==> src/sv/satlb_pkg.sv <==
// satlb_pkg: shared sizes, opcodes and types of the set-associative TLB.
// No dependencies; every other file of the block but satlb_ram imports it.
package satlb_pkg;

    localparam int SETS    = 16;
    localparam int WAYS    = 4;
    localparam int SET_W   = (SETS > 1) ? $clog2(SETS) : 1;
    localparam int WAY_W   = (WAYS > 1) ? $clog2(WAYS) : 1;
    localparam int CNT_W   = $clog2(SETS + 1);
    localparam int MODE_W  = 2;
    localparam int IDX_W   = 4;
    localparam int TAG_W   = 20;
    localparam int FRAME_W = 20;
    localparam int STAMP_W = 32;
    localparam int ENTRY_W = TAG_W + FRAME_W + STAMP_W;
    localparam int ROW_W   = ENTRY_W * WAYS;

    localparam logic [MODE_W-1:0] MODE_LOOKUP = 2'd0;
    localparam logic [MODE_W-1:0] MODE_INSERT = 2'd1;
    localparam logic [MODE_W-1:0] MODE_INVAL  = 2'd2;

    typedef struct packed {
        logic [TAG_W-1:0]   tag;
        logic [FRAME_W-1:0] frame;
        logic [STAMP_W-1:0] stamp;
    } entry_t;

    typedef entry_t [WAYS-1:0] row_t;

    // Way selection results for one set row
    typedef struct packed {
        logic             hit;
        logic [WAY_W-1:0] hit_way;
        logic [WAY_W-1:0] victim_way;
    } sel_t;

endpackage

==> src/sv/satlb_way_sel.sv <==
// satlb_way_sel: hit detection and LRU victim choice over one set row.
// Depends on satlb_pkg.
module satlb_way_sel import satlb_pkg::*; (
    input  row_t             row,
    input  logic [WAYS-1:0]  vld,
    input  logic [TAG_W-1:0] tag,
    output sel_t             sel
);

    localparam int N2 = 1 << WAY_W;

    logic [STAMP_W-1:0] t_stamp [WAY_W+1][N2];
    logic [WAY_W-1:0]   t_idx   [WAY_W+1][N2];
    logic               t_use   [WAY_W+1][N2];
    logic               free_found;
    logic [WAY_W-1:0]   free_way;
    logic               hit_found;
    logic [WAY_W-1:0]   hit_idx;

    // Lowest valid matching way, lowest invalid way
    always_comb
    begin
        hit_found  = 1'b0;
        hit_idx    = '0;
        free_found = 1'b0;
        free_way   = '0;
        for (int w = WAYS - 1; w >= 0; w--)
        begin
            if (vld[w] && (row[w].tag == tag))
            begin
                hit_found = 1'b1;
                hit_idx   = WAY_W'(w);
            end
            if (!vld[w])
            begin
                free_found = 1'b1;
                free_way   = WAY_W'(w);
            end
        end
    end

    // Minimum-stamp tree; ties keep the lower way
    always_comb
    begin
        for (int l = 0; l <= WAY_W; l++)
        begin
            for (int i = 0; i < N2; i++)
            begin
                t_stamp[l][i] = '0;
                t_idx[l][i]   = '0;
                t_use[l][i]   = 1'b0;
            end
        end
        for (int i = 0; i < N2; i++)
        begin
            t_use[0][i]   = (i < WAYS);
            t_stamp[0][i] = row[(i < WAYS) ? i : 0].stamp;
            t_idx[0][i]   = WAY_W'(i);
        end
        for (int l = 1; l <= WAY_W; l++)
        begin
            for (int i = 0; i < (N2 >> l); i++)
            begin
                if (t_use[l-1][2*i+1] &&
                    (!t_use[l-1][2*i] || (t_stamp[l-1][2*i+1] < t_stamp[l-1][2*i])))
                begin
                    t_stamp[l][i] = t_stamp[l-1][2*i+1];
                    t_idx[l][i]   = t_idx[l-1][2*i+1];
                    t_use[l][i]   = 1'b1;
                end
                else
                begin
                    t_stamp[l][i] = t_stamp[l-1][2*i];
                    t_idx[l][i]   = t_idx[l-1][2*i];
                    t_use[l][i]   = t_use[l-1][2*i];
                end
            end
        end
        sel.hit        = hit_found;
        sel.hit_way    = hit_idx;
        sel.victim_way = free_found ? free_way : t_idx[WAY_W][0];
    end

endmodule

==> config.mk <==
export PLATFORM = sky130hd
export DESIGN_NAME = satlb_way_sel
export DESIGN_NICKNAME = d
export VERILOG_FILES = /design/src/sv/satlb_pkg.sv /design/src/sv/satlb_way_sel.sv
export SDC_FILE = /design/constraint.sdc
export NUM_CORES = 1
export LEC_CHECK = 0
export ABC_CLOCK_PERIOD_IN_PS = 7100
export BUFFER_PORTS_ARGS = -buffer_cell sky130_fd_sc_hd__buf_2
export CORE_AREA = 2 2 122 124
export DETAILED_ROUTE_END_ITERATION = 6
export DIE_AREA = 0 0 124 126
export SYNTH_ARGS = -nofsm -noshare
export SYNTH_HDL_FRONTEND = slang
export SYNTH_SLANG_ARGS = --single-unit
==> constraint.sdc <==
create_clock -name vclk -period 7.1
set_clock_uncertainty 0.1 [all_clocks]
set_input_delay 1.065 -clock vclk [all_inputs]
set_output_delay 1.065 -clock vclk [all_outputs]
set_load 0.01 [all_outputs]
== Yosys cells after proc, flatten, opt, wreduce, memory -nomap -nowiden ==
Index checks and enable logic that the tools add are counted.

* Flip-flop bits (word level): 0
* Input bits: 312

* Magnitude comparators: 3
* Eq/ne operators: 4
* Multiplexer cells: 22
* Reduce and logical (&&, ||, !) cells: 4

{| class="wikitable"
|+ Operator list
! operator !! count
|-
| $lt A32 B32 Y1 || 3
|-
| $eq A20 B20 Y1 || 4
|-
| $mux W32 || 2
|-
| $mux W2 || 10
|-
| $mux W1 || 10
|-
| $logic_and A1 B1 Y1 || 4
|}

== Logic depth before layout (Yosys ltp) ==
Gate-level depths: netlist (run 1).

* Depth after elaboration: 6
* Gate-level depth with buffers: 19

== Worst setup path after synthesis (run 1) ==
OpenSTA, ideal clock, no wires.

* Path kind: input port to output port
* From: input port row[165] (netlist name)
* To: output port sel[0] (netlist name)
* Arrival: 4.634 ns
* Data required time: 5.935 ns
* Setup slack: 1.301 ns
* Cell stages on the path: 19
* Path buffers: 1
* Path through: inv_1 > ha_1 > a21o_1 > a21o_1 > a21oi_1 > o21ai_0 > a21oi_1 > nand2_1 > buf_2 > mux2_2 > ha_1 > a211oi_1 > o21ai_0 > a221oi_1 > o41ai_1 > a31o_2 > a21oi_1 > a221oi_1 > o311a_1

{| class="wikitable"
|+ RTL lines
! what !! line !! source
|-
| from (decl) || satlb_way_sel.sv:4 || <nowiki>input row_t row,</nowiki>
|-
| to (decl) || satlb_way_sel.sv:7 || <nowiki>output sel_t sel</nowiki>
|}

==> results, run 1 <==
- The clock buffer count is 0.
- For this design the top-level I/O count stands at ~320.
- The detailed router placed approximately 4,500 vias in this run.
- The signal on the critical path passes through buf_2, inv_1, ha_1, a2111oi_0, o21ai_0, and3_1, o21ai_2, nand2_1, buf_4, mux2_2, ha_1, a211oi_1, o21ai_0, a221oi_1, o41ai_1, a31o_2, a221oi_1, o311a_1, buf_2.
- In the final layout, flip-flops and latches occupy 0 µm².
- The post-detailed-route count of antenna-violating nets is 0.
- The top cell family by delay on the critical path is compound AO/OA/AOI/OAI gates.
- The synthesized-area fraction occupied by adder cells is 0.297.
- Along the worst path, the maximum fanout reaches 16.
- Setup repair after global routing left no endpoint under its margin.
- After detailed routing, the number of remaining DRC violations is 0.
- Yosys printed 0 warnings.
- For this run, the register share of the synthesized area comes to 0.
- In the synthesized netlist, the number of instances is 537.
- The slowest stage cell on the critical path is a221oi_1.
- The count of pins over their slew limit came to 0.
- The initial antenna violation count came to 1.
- The placed wire-length estimate after detailed placement is roughly 13 mm.
- After the flow finishes, the layout carries non-filler instances totaling between 900 and 1,000.
- With fillers left out, the area of the finished cells amounts to 5330 µm².
- The initial core utilization is 0.274.
- The signal arrival time at the worst endpoint is 5.55 ns.
- The critical path data required time is around 6 ns.
- The mapped netlist covers slightly below 4000 µm².
- The final critical delay including setup and external delays is 6.72 ns.
- The footprint of the multi-input gates is between 3000 and 4000 µm².
- The first global-routing pass estimated around 21 mm of wire.
- The site row count is 44.
- The count of buffers added on input and output ports is around 240.
- From bottom edge to top edge, the die measures around 130 µm.
- Of the post-synthesis cell area, the part taken by muxes is 0.0920.
- The number of global-route vias before repair came to approximately 4,500.
- A synthesized cell averages approximately 7.3 µm².
- The first TritonRoute pass finished after 5 iterations.
- For this design the ratio of total power to cell area is a little under 80 nW/µm².
- In the final layout, the share of cells above drive strength 1 is 0.365.
- The final layout contains a sequential cell count of 0.
- The number of failing setup endpoints in the final timing report is 0.
- The via density per instance is approximately 4.7.
- After synthesis, the largest family of logic cells by area is adder cells.
- The placed instances occupy a cell area of ~5300 µm².
- The distinct cell type count after synthesis is between 40 and 50.
- The mean routed wirelength per cell is around 14 µm.
- The highest clock rate is approximately 0.15 GHz.
- For the pin with the worst max-slew slack, the measured transition is a little over 0.7 ns.
- Of the total synthesized cell area, the portion taken by XOR and XNOR cells is 0.179.
- The post-synthesis compound-gate area fraction is 0.184.
- VDD sags by at most 0.0306 mV.
- Relative to the synthesized area, the layout overhead comes to 36.0%.
- The number of buffers added for setup after CTS is 0.
- In the final timing run, aggregate negative setup slack is 0 ns.
- The first routing iteration left between 100 and 150 violations.
- STA classifies the critical path endpoint as an output pin.
- The worst slew margin relative to its limit is 0.518.
- The worst setup path is launched from a primary input.
- The residual overflow from global routing is 0.
- The aggregate global-route resource usage is 0.166.
- The run finished with clean final reports.
- The number of buffer and inverter stages on the critical path is 4.
- Of the total synthesized cell area, the portion taken by AND, OR, NAND and NOR gates is 0.170.
- The number of cells after detailed placement is between 900 and 1,000.
- The die outline area is between 15,000 and 20,000 µm².
- The die is ~120 µm wide.
- In the finished design, the share of the clock period the worst path needs comes to 0.946.
- The most common library cell in the layout ignoring fill and taps is buf_2.
- Entering global routing, the biggest net connects 54 pins.
- The core region is between 10,000 and 15,000 µm².
- Across the run, the number of max-cap violations was 0.
- The highest cell delay on the worst timing path is roughly 0.44 ns.
- The kind of path behind the tightest hold check is in -> out.
- The critical path class is in -> out.
- The analysis attributes to cell leakage a power of 0.00283 µW.
- Measured on the finished design, the core utilization comes to 0.372.
- The total of fill cells in the finished design is 1,595.
- The routed design has about 13 mm of wire.
- The number of nets at the end of the flow is 1,171.
- The post-cts gate resize count is 0.
- The final weighted congestion in routability-driven placement is around 0.83.
- The count of hold buffers inserted by post-cts repair is 0.
- The count of final hold-check violations is 0.
- The synthesized netlist net count is 942.
- Hold timing on the final database bottoms out at a slack of 2.38 ns.
- In the layout the commonest cells are buf_2 (237), ha_1 (93), inv_1 (63).
## cell usage after synthesis (10+ instances only)
master / instances / share of area
nor2_1: 44 / 0.042
o21ai_0: 18 / 0.023
xnor2_1: 56 / 0.13
clkbuf_1: 12 / 0.011
nand3_1: 10 / 0.013
xor2_1: 24 / 0.054
mux2_2: 32 / 0.092
nand2_1: 21 / 0.020
nand4_1: 28 / 0.045
nor4_1: 14 / 0.022
inv_1: 63 / 0.060
a21o_1: 11 / 0.021
ha_1: 93 / 0.30
a21oi_1: 62 / 0.079
## report_power, final
part           switching (µW)  internal [µW]
combinational             213            203
sequential                  0              0
clock                       0      0.0000188
## stage by stage
step,worst slack [ns],total power (µW)
global route,0.0121,477
detailed placement,0.412,419
global placement,0.390,416
finish,0.382,416
CTS,0.392,421
floorplan,1.30,259
## tightest hold or removal path, cell delays in order
cell and delay [ns]:
buf_2 0.12, o311a_1 0.10, buf_2 0.14
## final timing paths
kind	startpoint	end	slack (ns)	cells past startpoint
max	row[145]	sel[0]	0.38	19
min	vld[0]	sel[0]	2.38	3
## logic make-up (layout without fill, tap and decap cells)
group,count (synthesis),in the layout
adders and majority gates,93,93
AOI/OAI and AO/OA,119,119
and+or+nand+nor,134,134
xor gates and xnor gates,80,80
muxes,32,32
other,0,1
buffers and inverters,79,306
## routing by layer
layer	wire (µm)	track usage
met5	0	0
met4	103	0.0132
met3	921	0.0204
met2	6270	0.293
met1	6150	0.224
## area by class of cell
type / instances / area share
repair buffers: 243 / 0.233
well taps: 184 / 0.0432
inverters: 63 / 0.0444
diodes: 1 / 0.000470
multi-input cells: 458 / 0.678
Note: power is estimated with default switching activity, not from simulation.
==> inputs of run 2 (changes only) <==
Settings changed: ABC_CLOCK_PERIOD_IN_PS 7100 to 7850.
Clock period 7.1 ns to 7.85 ns, I/O delays scaled along.
==> results, run 2 (synthesized netlist as in run 1, its figures left out) <==
- The storage element area was 0 µm² (unchanged).
- The site row count is 44 (unchanged).
- The number of remaining DRC errors is 0 (unchanged).
- After layout, the minimum clock period comes to between 7 and 8 ns.
- Of the available clock period, the critical path in the final layout requires 0.899.
- The number of buffers added for setup after CTS came to 0 (unchanged).
- The total negative slack is 0 ns (unchanged).
- The overall via count from detail_route came to 4,486 (+0.089%).
- The overall power is 374 µW (-10%).
- The via density per instance is 4.73 (about the same).
- The count of final hold-check violations is 0 (unchanged).
- The worst hold margin is 2.61 ns (+0.226 ns).
- The flow ran to the end, and the final reports show no timing, DRC or antenna violations.
- The capturing element type of the critical path is an output pin.
- The residual overflow from global routing is 0 (unchanged).
- The aggregate global-route resource usage is 0.164 (-0.00185).
- The die outline area is 15,600 µm² (unchanged).
- The width of the chip was 124 µm (unchanged).
- The count of pins over their slew limit is 0 (unchanged).
- The worst-margin pin slew came to 0.618 ns (-0.0954 ns).
- The count of hold buffers inserted by post-cts repair is 0 (unchanged).
- The number of search-and-repair iterations in the first detailed-routing pass came to 4 (-1).
- The sequential cell count is 0 (unchanged).
- The number of failing setup endpoints in the final timing report came to 0 (unchanged).
- The number of I/O port buffers is 237 (unchanged).
- STA classifies the critical path startpoint as a primary input.
- The critical path data required time is 6.57 ns (+0.64 ns).
- The fraction of final layout cells with drive strength greater than 1 is 0.364 (-0.000832).
- The number of global-route vias before repair is 4,440 (-0.29%).
- The number of nets at the end of the flow is 1,170 (-0.085%).
- The post-detailed-route count of antenna-violating nets is 0 (unchanged).
- The count of max-cap constraint violations is 0 (unchanged).
- The placed wire-length estimate after detailed placement came to 12.4 mm (-0.86%).
- The initial antenna violation count is 2 (+1).
- Setup repair after global routing left no endpoint under its margin.
- The top cell types in the final layout, fill and taps aside, are buf_2 (237), ha_1 (93), inv_1 (63).
- The area of the placeable core is 14,300 µm² (unchanged).
- The vertical die dimension is 126 µm (unchanged).
- The largest voltage drop on the vdd net is 0.0270 mV (-12%).
- The total power per unit cell area was 70.3 nW/µm² (-10%).
- The mean routed wirelength per cell is 14.1 µm (-0.54%).
- The total leakage power came to 0.00282 µW (-0.17%).
- The signal arrival time at the worst endpoint is 5.78 ns (+0.23 ns).
- The first-pass GRT wire length is 20.8 mm (-0.76%).
- The initial core utilization is 0.274 (unchanged).
- The pin count of the biggest net entering global routing came to 33 (-39%).
- The critical path is of the in -> out type.
- The biggest fanout along the worst timing path came to 32 (+16).
- The highest clock rate is roughly 0.14 GHz.
- The post-cts gate resize count is 0 (unchanged).
- The kind of path behind the tightest hold check is in -> out.
- The worst slew margin relative to its limit is 0.583 (+0.0644).
- The area added between synthesis and finish was 35.8% (about the same).
- The number of placed I/O pins is 317 (unchanged).
- The most common library cell in the layout ignoring fill and taps is buf_2.
- The final wirelength is 13.4 mm (-0.54%).
- The DRC violation total after the first TritonRoute iteration is 143 (+5.1%).
- The final weighted congestion in routability-driven placement is 0.830 (-0.49%).
- The clock buffer count is 0 (unchanged).
## run 2: changes by cell type in the layout (fill, tap and decap cells not counted)
cell     previous run  this run
buf_4               5         4
diode_2             1         2
## run 2: metrics by stage
step	util	instances	instance area, µm²	setup slack, ns
floorplan	-	537	3920	1.83
global placement	0.372	947	5320	0.720
detailed placement	0.372	947	5320	0.687
CTS	0.372	947	5320	0.660
global route	0.372	948	5320	0.255
finish	0.372	949	5320	0.794
## run 2: power by group
part / total [µW] / internal [µW] / switching, µW
Clock: 0.0000341 / 0.0000341 / 0
Combinational: 374 / 182 / 192
Sequential: 0 / 0 / 0
Total: 374 / 182 / 192
## run 2: per-layer routing
layer	wire length [µm]	share of wire	vias to the layer above	global-route usage
met3	971	0.073	10	0.0168
met1	6110	0.46	1936	0.224
met2	6140	0.46	159	0.286
met4	141	0.011	0	0.0198
met5	0	0	-	0
li1	-	-	2381	-
## run 2: final timing paths
kind / from / endpoint / slack [ns] / depth (start not counted)
worst max-delay path: row[2] / sel[0] / 0.79 / 20
worst min-delay path: vld[0] / sel[1] / 2.61 / 3
## run 2: area by class of cell
| class | instances | area (µm²) |
|---|---|---|
| Multi-Input combinational cell | 458 | 3610 |
| Tap cell | 184 | 230 |
| Fill cell | 1578 | 8990 |
| Timing Repair Buffer | 242 | 1240 |
| Inverter | 63 | 236 |
| Antenna cell | 2 | 5.00 |
## run 2: worst max-delay path: stages
cell	delay (ns)
buf_2	0.07
inv_1	0.04
ha_1	0.30
a211oi_1	0.23
o21ai_1	0.10
a41oi_1	0.39
nor3b_2	0.14
o31ai_4	0.47
buf_4	0.41
nor2_1	0.07
a21oi_1	0.13
ha_1	0.26
a211oi_1	0.22
o21ai_0	0.14
a311oi_1	0.34
o221ai_1	0.25
a31o_2	0.31
a221oi_1	0.35
o311a_1	0.20
buf_2	0.14
