`src/sv/satlb_ram.sv`:
```
// satlb_ram: generic single-write, single-read RAM with registered read.
// No dependencies.
module satlb_ram #(
    parameter int WIDTH = 8,
    parameter int DEPTH = 16
) (
    input  logic                                   clk,
    input  logic                                   we,
    input  logic [((DEPTH > 1) ? $clog2(DEPTH) : 1)-1:0] waddr,
    input  logic [WIDTH-1:0]                       wdata,
    input  logic                                   re,
    input  logic [((DEPTH > 1) ? $clog2(DEPTH) : 1)-1:0] raddr,
    output logic [WIDTH-1:0]                       rdata
);

    logic [WIDTH-1:0] mem [DEPTH];

    always_ff @(posedge clk)
    begin
        if (we)
        begin
            mem[waddr] <= wdata;
        end
        if (re)
        begin
            rdata <= mem[raddr];
        end
    end

endmodule

```
`config.mk`:
```
export PLATFORM = sky130hd
export DESIGN_NAME = satlb_ram
export DESIGN_NICKNAME = d
export VERILOG_FILES = /design/src/sv/satlb_ram.sv
export SDC_FILE = /design/constraint.sdc
export NUM_CORES = 1
export LEC_CHECK = 0
export BUFFER_PORTS_ARGS = -buffer_cell sky130_fd_sc_hd__buf_2
export CAP_MARGIN = 20
export CELL_PAD_IN_SITES_DETAIL_PLACEMENT = 1
export CELL_PAD_IN_SITES_GLOBAL_PLACEMENT = 2
export CORE_UTILIZATION = 31
export CTS_BUF_LIST = sky130_fd_sc_hd__clkbuf_16
export DETAILED_ROUTE_END_ITERATION = 10
export PLACE_DENSITY_LB_ADDON = 0.1
export SLEW_MARGIN = 20
export SYNTH_ARGS = -nofsm -noshare
export SYNTH_HDL_FRONTEND = slang
export SYNTH_SLANG_ARGS = --single-unit
export TNS_END_PERCENT = 20
```
`constraint.sdc`:
```
create_clock -name clk -period 5.05 [get_ports clk]
set_clock_uncertainty 0.1 [all_clocks]
set_input_delay 0.505 -clock clk [delete_from_list [all_inputs] [get_ports clk]]
set_output_delay 0.505 -clock clk [all_outputs]
set_load 0.01 [all_outputs]
```
; ---- After elaboration in Yosys (flattened, before gate mapping)
; Memories as Yosys holds them, arrays and structs flattened. A register that Yosys moved wholly into a read port is not among the register bits.
; Cells that the tools add are included.
[word_totals]
mem_count = 1
mem_bits_ro = 0
ram_bits = 128
reg_bits = 0
elab_cells = 3
latchBits = 0
[memory_table]
columns = name, words, width, read_ports, rd_ports_with_merged_regs, wr, line_no
row1 = mem, 16, 8, 1, 1, 1, 16  ; logic [WIDTH-1:0] mem [DEPTH];
[op_classes]
muxes = 2
n_eq_ne = 0
bitwise = 0
n_mul = 0
n_addsub = 0
order_cmp = 0
shift = 0
n_reduce_logical = 0
div = 0
[op_table]
columns = operator, count
row1 = 1-bit 2-to-1 mux, 2

; ---- Logic depth before layout (Yosys ltp)
; Gate-level depths: netlist of run 1.
[depth]
word_depth = 2
mapped_depth = 5

; ---- Worst setup path before layout of run 1
; No wires, ideal clock.
[synth_timing]
kind = input to register
start = input waddr[2] (netlist bit)
end = memory mem[0][0], enable pin
stages = 2
setup_time_ns = 0.383
arrival_time_ns = 1.615
path_buffers = 0
setup_slack_ns = 2.952
required_time_ns = 4.567
cell_sequence = or3b_2 nor3_1
[synth_lines]
columns = item, line_no
row1 = start: declaration, 9  ; input logic [((DEPTH > 1) ? $clog2(DEPTH) : 1)-1:0] waddr,
row2 = end: declaration, 16
; No word-level cell before the write port.

==> results of run 1 <==
==> cell families (layout without fill, tap and decap cells) <==
family / count (synthesis) / in the layout
DFF: 136 / 136
muxes: 32 / 32
AOI/OAI and AO/OA: 16 / 16
buffers and inverters: 10 / 62
and+or+nand+nor: 35 / 35
==> report_power, final <==
part	switching, W	internal (W)
logic	0.0000676	0.0000448
clock network	0.000433	0.000708
registers	0.00000687	0.00127
total	0.000507	0.00203
==> sequential cells by signal (all words and copies together), names as in the netlist <==
| register | flops |
|---|---|
| mem | 128 |
| rdata | 8 |
==> Yosys cell counts <==
cell type                         count  share of area
sky130_fd_sc_hd__a22oi_1             16          0.023
sky130_fd_sc_hd__and2_1               1         0.0012
sky130_fd_sc_hd__and2b_1              1         0.0014
sky130_fd_sc_hd__buf_2                3         0.0029
sky130_fd_sc_hd__buf_4                1         0.0014
sky130_fd_sc_hd__buf_6                3         0.0065
sky130_fd_sc_hd__clkdlybuf4s25_2      3         0.0057
sky130_fd_sc_hd__edfxtp_1           136           0.78
sky130_fd_sc_hd__mux4_1              14          0.070
sky130_fd_sc_hd__mux4_2              18          0.078
sky130_fd_sc_hd__nand2_1              9         0.0065
sky130_fd_sc_hd__nand2b_1             2         0.0024
sky130_fd_sc_hd__nand3_1              1        0.00096
sky130_fd_sc_hd__nand3b_1             2         0.0029
sky130_fd_sc_hd__nor2_1              13         0.0093
sky130_fd_sc_hd__nor2b_1              1         0.0012
sky130_fd_sc_hd__nor3_1               4         0.0038
sky130_fd_sc_hd__or3b_2               1         0.0017
==> worst max-delay path by stage <==
stage	startpoint	end	cells after the start
after global placement	raddr[0]	rdata[0]$_DFFE_PP_	5
after floorplan	waddr[2]	mem[0][0]$_DFFE_PP_	2
after detailed placement	raddr[0]	rdata[0]$_DFFE_PP_	5
after global routing	raddr[0]	rdata[0]$_DFFE_PP_	5
final	raddr[0]	rdata[0]$_DFFE_PP_	5
after CTS	raddr[0]	rdata[0]$_DFFE_PP_	5
==> per-stage QoR <==
step	hold slack, ps	worst slack, ps	total power, W	cells	utilization
final	372	2740	0.00253	501	0.371
after CTS	355	2640	0.00256	501	0.371
after global placement	634	2210	0.00142	468	0.338
after detailed placement	636	2200	0.00142	469	0.338
after global routing	356	2530	0.00261	501	0.371
after floorplan	504	2950	0.00137	229	-
==> critical path, stage by stage <==
cell	delay (ps)
sky130_fd_sc_hd__buf_2	610
sky130_fd_sc_hd__buf_4	360
sky130_fd_sc_hd__mux4_1	570
sky130_fd_sc_hd__a22oi_1	230
sky130_fd_sc_hd__nand2_1	80
==> cell type report <==
| type | count | area [um2] |
|---|---|---|
| repair buffers | 30 | 160 |
| flip-flops and latches | 136 | 4080 |
| clock inverters | 15 | 119 |
| clock buffers | 17 | 425 |
| fillers | 1598 | 10400 |
| multi-input cells | 83 | 1070 |
| well taps | 220 | 275 |
==> layer usage <==
metal	share of wire	wire, um	up-vias	GRT usage
met5	0	0	-	0
met4	0.0099	109	0	0.0562
met3	0.035	386	8	0.0400
met2	0.49	5400	45	0.220
met1	0.46	5090	1264	0.181
li1	-	-	1058	-
==> results, run 1 <==
- The run finished with clean final reports.
- The path category of the worst min-delay check is primary input to register.
- The worst min-delay path endpoint is rdata[1]$_DFFE_PP_.
- Derived from the worst setup path, the maximum achievable clock frequency is between 400 and 500 MHz.
- Clock tree synthesis found a total of 136 sinks.
- The number of buffers inserted by hold repair at cts is 0.
- The pin slew with the least headroom to its limit is between 1000 and 1500 ps.
- The pin count of the biggest net entering global routing is 33.
- The biggest fanout along the worst timing path is 23.
- The die height is about 130 um.
- The number of standard cells after synthesis is ~230.
- The worst register-to-register path ends at rdata[3]$_DFFE_PP_.
- After routing, the total negative slack on setup checks comes to 0 ps.
- The average instance in the mapped netlist occupies about 23 um2.
- The critical path is of the primary input to register type.
- The violation count after the first detailed-routing iteration is ~180.
- The number of antenna diodes in the final layout is 0.
- Using the TritonRoute via totals, the vias-per-cell ratio works out to 4.74.
- The leakage power is 2.02 nW.
- The compound-cell area share of the yosys netlist is 0.0230.
- The worst hold path cell count is 1.
- In this run, post-CTS repair resized a total of 0 instances.
- After synthesis the cells add up to ~5200 um2.
- The initial antenna violation count was 0.
- The placed instances occupy a cell area of roughly 5600 um2.
- Clock tree synthesis selected as its root buffer the cell sky130_fd_sc_hd__clkbuf_16.
- The number of routed nets with antenna violations is 0.
- The period utilization is 0.458.
- The time the final worst path needs with I/O delays and setup is about 2300 ps.
- The synthesized design contains 136 register bits.
- Leaving out fill and tap cells, the most frequent cells in the layout are sky130_fd_sc_hd__edfxtp_1 (136), sky130_fd_sc_hd__buf_2 (26), sky130_fd_sc_hd__mux4_2 (18), sky130_fd_sc_hd__clkbuf_16 (17), sky130_fd_sc_hd__a22oi_1 (16).
- The clock tree synthesis step divided the H-tree into 4 levels.
- Of the cells placed in the final design, the portion with a size suffix greater than 1 is 0.278.
- The detailed placer's ending HPWL is just over 7000 um.
- The dominant combinational cell family by area after synthesis is multiplexers.
- In this run the critical register-to-register path is launched from mem[9][3]$_DFFE_PP_.
- The number of buffer cells added on primary ports is 26.
- STA classifies the critical path endpoint as a register.
- The clock slew at the register clock pins of the worst setup and hold paths is approximately 60 ps.
- Buffers inserted during clock tree synthesis total 17.
- The all-layer global routing usage is 0.139.
- The required time of the critical path is 5110 ps.
- The simple-gate area share of the yosys netlist is 0.0314.
- Of the total synthesized cell area, the portion taken by full adders, half adders and majority gates is 0.
- For this configuration, the core starts out at a cell density of 0.316.
- The first global-routing pass estimated ~17000 um of wire.
- Of the total synthesized cell area, the portion taken by XOR and XNOR cells is 0.
- For the worst-skew pair, the clock arrives at the later sink with an insertion delay of approximately 410 ps.
- Post-CTS timing repair inserted 0 buffers for setup.
- Max-cap violations in this run came to 0.
- The via count of the first global-routing pass is 2672.
- The number of warning messages in the yosys log is 0.
- The multiplexer area fraction after synthesis is 0.148.
- For this run the aggregate overflow at the end of global routing stands at 0.
- Across the VDD grid, the largest voltage drop is approximately 0.22 mV.
- The synthesized netlist net count is around 250.
- The start point of the worst min-delay path is re.
- For this run, the post-layout net count is ~290.
- STA classifies the critical path startpoint as a primary input.
- The total count of max-transition violations in the final report was 0.
- The congestion estimate from routability-driven global placement came to around 0.66.
- The most common library cell in the layout ignoring fill and taps is sky130_fd_sc_hd__edfxtp_1.
- The areal power density over the cells is approximately 410 nW/um2.
- For this run, design rule violations remaining after detail routing come to 0.
- Setup violations remaining at the end of the flow were counted as 0.
- After floorplanning, the core was divided into 47 placement rows.
- The number of endpoints with negative hold slack in the final report is 0.
- After detailed routing, the total wire length is ~11000 um.
- Relative to the synthesized area, the layout overhead comes to 17.3%.
- The number of iterations in the first detailed-routing pass is 4.
- The routed layout has roughly 2.4k vias.
- The finished cells cover between 6000 and 7000 um2.
- Setup repair after global routing left no endpoint under its margin.
- The data arrival time of the worst path is ~2400 ps.
- During I/O placement, the number of pins put on the boundary was 27.
- The count of unique library cells instantiated by Yosys is 18.
- The die area is 17400 um2.
- The area of the core is 16500 um2.
- In this run the deepest clock path goes through 2 buffers.
- Counting cells, the worst reg-to-reg path comes to 3.
- TritonCTS built the clock tree.
- In this run the horizontal extent of the chip is between 100 and 150 um.
- The flop-to-flop setup slack is 3420 ps.
- The post-synthesis sequential area ratio is 0.781.
- Dividing the detail-routed wire length by the instance count gives approximately 22 um.
- The headroom to the max-slew limit is 0.291.
(Power assumes the default switching activity.)
==> run 2: changes to the inputs <==
Clock period 5.05 ns to 2.2 ns, I/O delays scaled along.
==> run 2 against run 1 <==
Net effect:
- die area unchanged
- sequential cell count unchanged
- critical path depth decreased by 2
- setup slack got worse by 2200 ps
- routed wire length increased by 6.7%
- final cell count increased by 3.6%
- sequential share of layout area decreased by 1.8 points
- critical path type is now register to register
- largest power group unchanged
- highest routed layer unchanged
==> results, run 2 (same netlist as run 1, synthesis figures left out) <==
- The worst register-to-register path begins at mem[0][0]$_DFFE_PP_.
- The DRC violations left is 0.
- For this run, the post-layout net count is roughly 300.
- Compared with the post-synthesis result, the final layout area differs by 20.5%.
- TritonCTS built the clock tree.
- Setup repair after global routing left no endpoint under its margin.
- The number of iterations in the first detailed-routing pass is 4.
- In this run, post-CTS repair resized a total of 0 instances.
- Walking the worst path, the cells encountered are mux4_1, a22oi_1, nand2_1.
- Data on the critical path arrives at its endpoint at around 1700 ps.
- The count of filler cells inserted in the layout is approximately 1.6k.
- The total count of max-transition violations in the final report is 0.
- In this run the critical register-to-register path is captured at rdata[0]$_DFFE_PP_.
- The depth of the worst register-to-register path is 3.
- The start point of the worst min-delay path is re.
- During I/O placement, the number of pins put on the boundary was 27.
- The cell sitting at the root of the clock tree is a sky130_fd_sc_hd__clkbuf_16.
- Along the worst hold path, the cell count comes to 1.
- The path category of the worst min-delay check is primary input to register.
- The number of buffers inserted by hold repair at cts is 0.
- In this run, CTS created clock tree buffers numbering 17.
- In the finished design, the share of the clock period the worst path needs comes to 0.762.
- The startpoint kind of the worst setup timing path is a register.
- Detailed placement finished with a half-perimeter wire length of approximately 7600 um.
- For hold timing, the worst endpoint is rdata[1]$_DFFE_PP_.
- mem holds more flip-flops than any other register.
- Summed over all layers, the global routing overflow is 0.
- Buffers added to address setup during post-CTS repair amount to 0.
- Once placement completed, the tool counted placed cells totaling about 490.
- The area of combinational cells with multiple inputs is 1060 um2.
- The run finished with clean final reports.
- Of the cells placed in the final design, the portion with a size suffix greater than 1 is 0.321.
- In the final timing run, aggregate negative setup slack is 0 ps.
- The repair_antennas step left the layout with diodes totalling 0.
- The region available for standard cell placement spans 16500 um2.
- The worst setup path is of the register to register kind.
- The via count normalized by instance count is ~4.8.
- Measured against its own limit, the worst slew margin works out to 0.678.
- The count of max-cap constraint violations is 0.
- Clock-pin slew was measured on the worst setup and hold paths at about 60 ps.
- The number of buffer cells added on primary ports is 26.
- The pin slew with the least headroom to its limit is just under 500 ps.
- For this block, the initial DRC count from the detailed router was ~180.
- The category of the worst setup path capture point is a register.
- The initialized floorplan defines 47 standard-cell rows.
- The clock period could shrink to between 1500 and 2000 ps.
- The finished layout holds ~520 standard cells, fillers aside.
- The flop-to-flop setup slack is between 500 and 600 ps.
- The setup-violating endpoint count in the final report is 0.
- The pin count of the biggest net entering global routing is 23.
- The number of H-tree branching levels is 4.
- Among all stages on the critical path, the largest delay is contributed by sky130_fd_sc_hd__mux4_1.
- The register with the most flip-flops in the layout has roughly 130 of them.
- The final weighted congestion of routability-driven global placement is ~0.7.
- For this run, the slowest stage of the critical path takes ~520 ps.
- For this configuration, the core starts out at a cell density of 0.316.
- The leakage power is roughly 2.1 nW.
- For the worst setup path, the data required time is between 2000 and 2500 ps.
- The die is approximately 130 um tall.
- The register area is 4080 um2.
- In the layout the commonest cells are sky130_fd_sc_hd__edfxtp_1 (136), sky130_fd_sc_hd__buf_2 (26), sky130_fd_sc_hd__buf_4 (20), sky130_fd_sc_hd__mux4_2 (18), sky130_fd_sc_hd__clkbuf_16 (17).
- The all-layer global routing usage is 0.150.
- The via count of the first global-routing pass was 2681.
- Across all layers, the routed design uses between 2k and 2.5k vias.
- In this run the horizontal extent of the chip is 132 um.
- The initial antenna violation count was 0.
- The overall routed net length is 11700 um.
- The maximum VDD drop is 0.633 mV.
- The routed wirelength normalized by instance count is roughly 23 um.
- In this run the deepest clock path goes through 2 buffers.
- The die area is approximately 17000 um2.
- The library cell used most frequently in the layout, excluding fill and tap cells, is sky130_fd_sc_hd__edfxtp_1.
- In this run the remaining antenna-violating nets after routing total 0.
- Power spread over the standard cell area amounts to between 900 and 1000 nW/um2.
- The fmax is 597 MHz.
- The number of endpoints with negative hold slack in the final report is 0.
- In this run the worst path has a maximum fanout of 1.
- The clock latency at the later pin of the worst-skew pair is 410 ps.
- The largest registers in the layout are mem x128, rdata x8.
- The number of clock sinks is between 100 and 150.
- The wire length of the first global-routing pass is 17900 um.
-- run 2: stage by stage --
step	cell area, um2	power, W	hold WS [ps]	util	worst slack (ps)
4_1_cts	6300	0.00598	86.0	0.381	502
3_5_place_dp	5740	0.00329	533	0.347	210
3_3_place_gp	5740	0.00328	523	0.347	201
6_report	6300	0.00590	97.3	0.381	524
5_1_grt	6300	0.00610	86.5	0.381	447
2_1_floorplan	5230	0.00314	219	-	387
-- run 2: cell type report --
class | count | area share
Sequential cell | 136 | 0.648
Tap cell | 220 | 0.0437
Timing Repair Buffer | 48 | 0.0509
Clock buffer | 17 | 0.0675
Multi-Input combinational cell | 83 | 0.168
Clock inverter | 15 | 0.0217
-- run 2: per-layer routing --
metal | share of wire | track usage | wire length, um
met1 | 0.47 | 0.201 | 5530
met2 | 0.48 | 0.233 | 5660
met3 | 0.030 | 0.0338 | 349
met4 | 0.016 | 0.0698 | 192
met5 | 0 | 0 | 0
-- run 2: worst max-delay path by stage --
| stage | start | to | slack [ps] | depth (start not counted) |
|---|---|---|---|---|
| CTS | mem[2][0]$_DFFE_PP_ | rdata[0]$_DFFE_PP_ | 500 | 3 |
| global route | mem[5][3]$_DFFE_PP_ | rdata[3]$_DFFE_PP_ | 450 | 3 |
| detailed placement | raddr[0] | rdata[0]$_DFFE_PP_ | 210 | 5 |
| finish | mem[0][0]$_DFFE_PP_ | rdata[0]$_DFFE_PP_ | 520 | 3 |
| global placement | raddr[0] | rdata[0]$_DFFE_PP_ | 200 | 5 |
| floorplan | waddr[2] | mem[0][0]$_DFFE_PP_ | 390 | 2 |
-- run 2: power breakdown --
part           leakage [nW]  total [W]  internal, W  switching, W
Clock                 0.271    0.00267      0.00164       0.00103
Combinational         0.598   0.000285     0.000118      0.000167
Sequential             1.24    0.00294      0.00292     0.0000162
-- run 2: critical path, delay by kind of cell, from the launching register on --
family / cells / cell delay (ps)
AO/OA/AOI/OAI: 1 / 360
AND/OR/NAND/NOR: 1 / 90
flip-flops: 1 / 350
multiplexers: 1 / 520
==> run 3: changes to the inputs <==
Clock period 2.2 ns to 1.3 ns, I/O delays scaled along.
==> run 3 against run 2 <==
Net effect:
- the run now ends with setup timing left
- sequential cell count unchanged
- count of clock-buffer cells in the layout unchanged
- via count decreased by 0.85%
- total power increased by 62%
- fmax increased by 12%
- die area unchanged
- critical path depth unchanged
- routed wire length increased by 0.41%
==> results, run 3 (same netlist as run 1, synthesis figures left out) <==
- The tree is rooted in a sky130_fd_sc_hd__clkbuf_16.
- The pin count of the biggest net entering global routing is 17.
- The most common library cell in the layout ignoring fill and taps is sky130_fd_sc_hd__edfxtp_1.
- For this configuration, the core starts out at a cell density of 0.316.
- The setup-violating endpoint count in the final report is 8.
- The detail route stage leaves a number of antenna-violating nets equal to 0.
- The final weighted congestion of routability-driven global placement is 0.674.
- For the worst flop-to-flop path, the logic depth is 3.
- The initial antenna violation count is 0.
- In the layout the commonest cells are sky130_fd_sc_hd__edfxtp_1 (136), sky130_fd_sc_hd__mux4_2 (32), sky130_fd_sc_hd__buf_2 (26), sky130_fd_sc_hd__buf_4 (22), sky130_fd_sc_hd__clkbuf_16 (17).
- The areal power density over the cells is ~1500 nW/um2.
- The number of endpoints with negative hold slack in the final report was 0.
- The wire length of the first global-routing pass is about 18000 um.
- The number of H-tree branching levels is 4.
- The startpoint kind of the worst setup timing path is a register.
- The register name with the most flops is mem.
- The core region is ~17000 um2.
- The count of vias placed by the detailed router is around 2.5k.
- Across the VDD grid, the largest voltage drop is 0.825 mV.
- The clock tree from TritonCTS is done.
- In the post-route analysis, the smallest setup slack over all paths is -195 ps.
- Once the clock tree was built, the setup fixing pass inserted 0 buffers.
- The count of pins on the block boundary is 27.
- The flow ran to the end, but the final reports show violations.
- After detailed routing, the number of remaining DRC violations is 0.
- Measured along the x axis, the die boundary spans about 130 um.
- For this run the aggregate overflow at the end of global routing stands at 0.
- In the global route stage, overall resource usage came out at 0.148.
- Relative to the synthesized area, the layout overhead comes to 22.9%.
- In this run the worst path has a maximum fanout of 1.
- The number of iterations in the first detailed-routing pass is 4.
- The clock latency at the later pin of the worst-skew pair is ~400 ps.
- The pre-CTS setup slack is -499 ps.
- For flop-to-flop paths, the worst setup slack is -200 ps.
- Buffers placed on the I/O ports in this run total 26.
- The die area is roughly 17000 um2.
- The overall power after layout is around 0.0095 W.
- The final reports fail on setup timing.
- The time the final worst path needs with I/O delays and setup is roughly 1500 ps.
- The wire-length estimate of the detail-placed layout is ~7700 um.
- After detailed routing, the number of vias per cell comes to around 4.6.
- The fraction of final layout cells with drive strength greater than 1 is 0.419.
- In this run the static leakage power is about 2.1 nW.
- The violation count after the first detailed-routing iteration is ~140.
- The path class of the tightest hold or removal check is primary input to register.
- Data arrives at the worst endpoint at 1550 ps.
- The worst hold slack across all endpoints is ~15 ps.
- Data on the critical path is required at its endpoint by 1360 ps.
- The worst hold path begins at wdata[6].
- The via count of the first global-routing pass is roughly 2.7k.
- The period utilization is 1.15.
- Setup repair after global routing could not meet its margin everywhere.
- The overall routed net length is 11800 um.
- The setup path with the least slack is of type register to register.
- The pin slew with the least headroom to its limit is approximately 940 ps.
- The routed wirelength normalized by instance count is 22.2 um.
- Across the run, the number of max-cap violations was 0.
- The path with the worst hold slack has its endpoint at mem[14][6]$_DFFE_PP_.
- The clock slew at the register clock pins of the worst setup and hold paths is 60 ps.
- The worst flop-to-flop path endpoint is rdata[7]$_DFFE_PP_.
- The number of clock sinks is between 100 and 150.
- The category of the worst setup path capture point is a register.
- Counting instances, the worst hold path has a depth of 1.
- The largest registers in the layout are mem x128, rdata x8.
- The critical path's largest stage delay is 490 ps.
- The worst pin sits at a relative slew slack of 0.373.
- The maximum root-to-sink buffer count is 2.
- The total count of max-transition violations in the final report was 0.
- The number of clock buffers added by TritonCTS is 17.
- The slowest stage cell on the critical path is sky130_fd_sc_hd__mux4_2.
- After floorplanning, the core was divided into 47 placement rows.
- The register with the most flip-flops in the layout has about 130 of them.
- The fmax is around 670 MHz.
- The die height is roughly 130 um.
- Traced cell by cell, the critical path runs through mux4_2, a22oi_2, nand2_1.
- The launch instance of the worst register-to-register path is mem[10][7]$_DFFE_PP_.
- 0 antenna diodes ended up in the layout.
- In the final design database the tool counted between 300 and 400 nets.
## run 3: cell count changes in the layout (fill, tap and decap cells not counted), sizes merged
| cell | change |
|---|---|
| buf | +9 |
| inv | +3 |
| clkinvlp | -1 |
| bufinv | -2 |
| dlygate4sd3 | +2 |
## run 3: layout make-up
type | count | area (um2)
Tap cell | 220 | 275
Sequential cell | 136 | 4080
Multi-Input combinational cell | 83 | 1070
Timing Repair Buffer | 59 | 495
Clock inverter | 15 | 72.6
Fill cell | 1618 | 10100
Clock buffer | 17 | 425
## run 3: per-layer routing
layer	global-route usage	wire [um]	part of all wire	vias to the layer above
met5	0	0	0	-
met4	0.0581	144	0.012	0
met3	0.0423	405	0.034	13
met2	0.240	5770	0.49	42
met1	0.189	5460	0.46	1294
li1	-	-	-	1104
## run 3: worst max path at each step
stage,from,endpoint,slack (ps),cells after the start
after floorplan,raddr[0],rdata[1]$_DFFE_PP_,-130,5
after global placement,raddr[0],rdata[7]$_DFFE_PP_,-460,5
after detailed placement,raddr[0],rdata[3]$_DFFE_PP_,-500,5
after CTS,mem[1][3]$_DFFE_PP_,rdata[3]$_DFFE_PP_,-240,3
after global routing,mem[1][3]$_DFFE_PP_,rdata[3]$_DFFE_PP_,-240,3
final,mem[10][7]$_DFFE_PP_,rdata[7]$_DFFE_PP_,-200,3
## run 3: what timing repair did
action                                  in CTS  in global routing
pin swaps                                    1                  1
endpoints found under the setup margin       8                  8
hold buffers                                 2                  0
hold endpoints to repair                     9                  0
resized for setup                            7                  3
## run 3: per-stage QoR
step                       util  std cells  setup TNS (ps)  area [um2]
after floorplan               -        229           -3610        5230
after global placement    0.355        497          -10220        5870
after detailed placement  0.355        497          -11530        5870
after CTS                 0.389        531           -1710        6420
after global routing      0.389        530           -1820        6430
final                     0.389        530           -1360        6430
## run 3: worst max-delay path, delay by kind of cell, from the launching register on
| kind | cells | cell delay (ps) |
|---|---|---|
| multiplexers | 1 | 490 |
| flip-flops | 1 | 360 |
| AO/OA/AOI/OAI | 1 | 230 |
| AND/OR/NAND/NOR | 1 | 70 |
## run 3: power breakdown
group / switching (W) / internal [W]
clock network: 0.00166 / 0.00236
logic: 0.000307 / 0.000253
registers: 0.0000277 / 0.00494
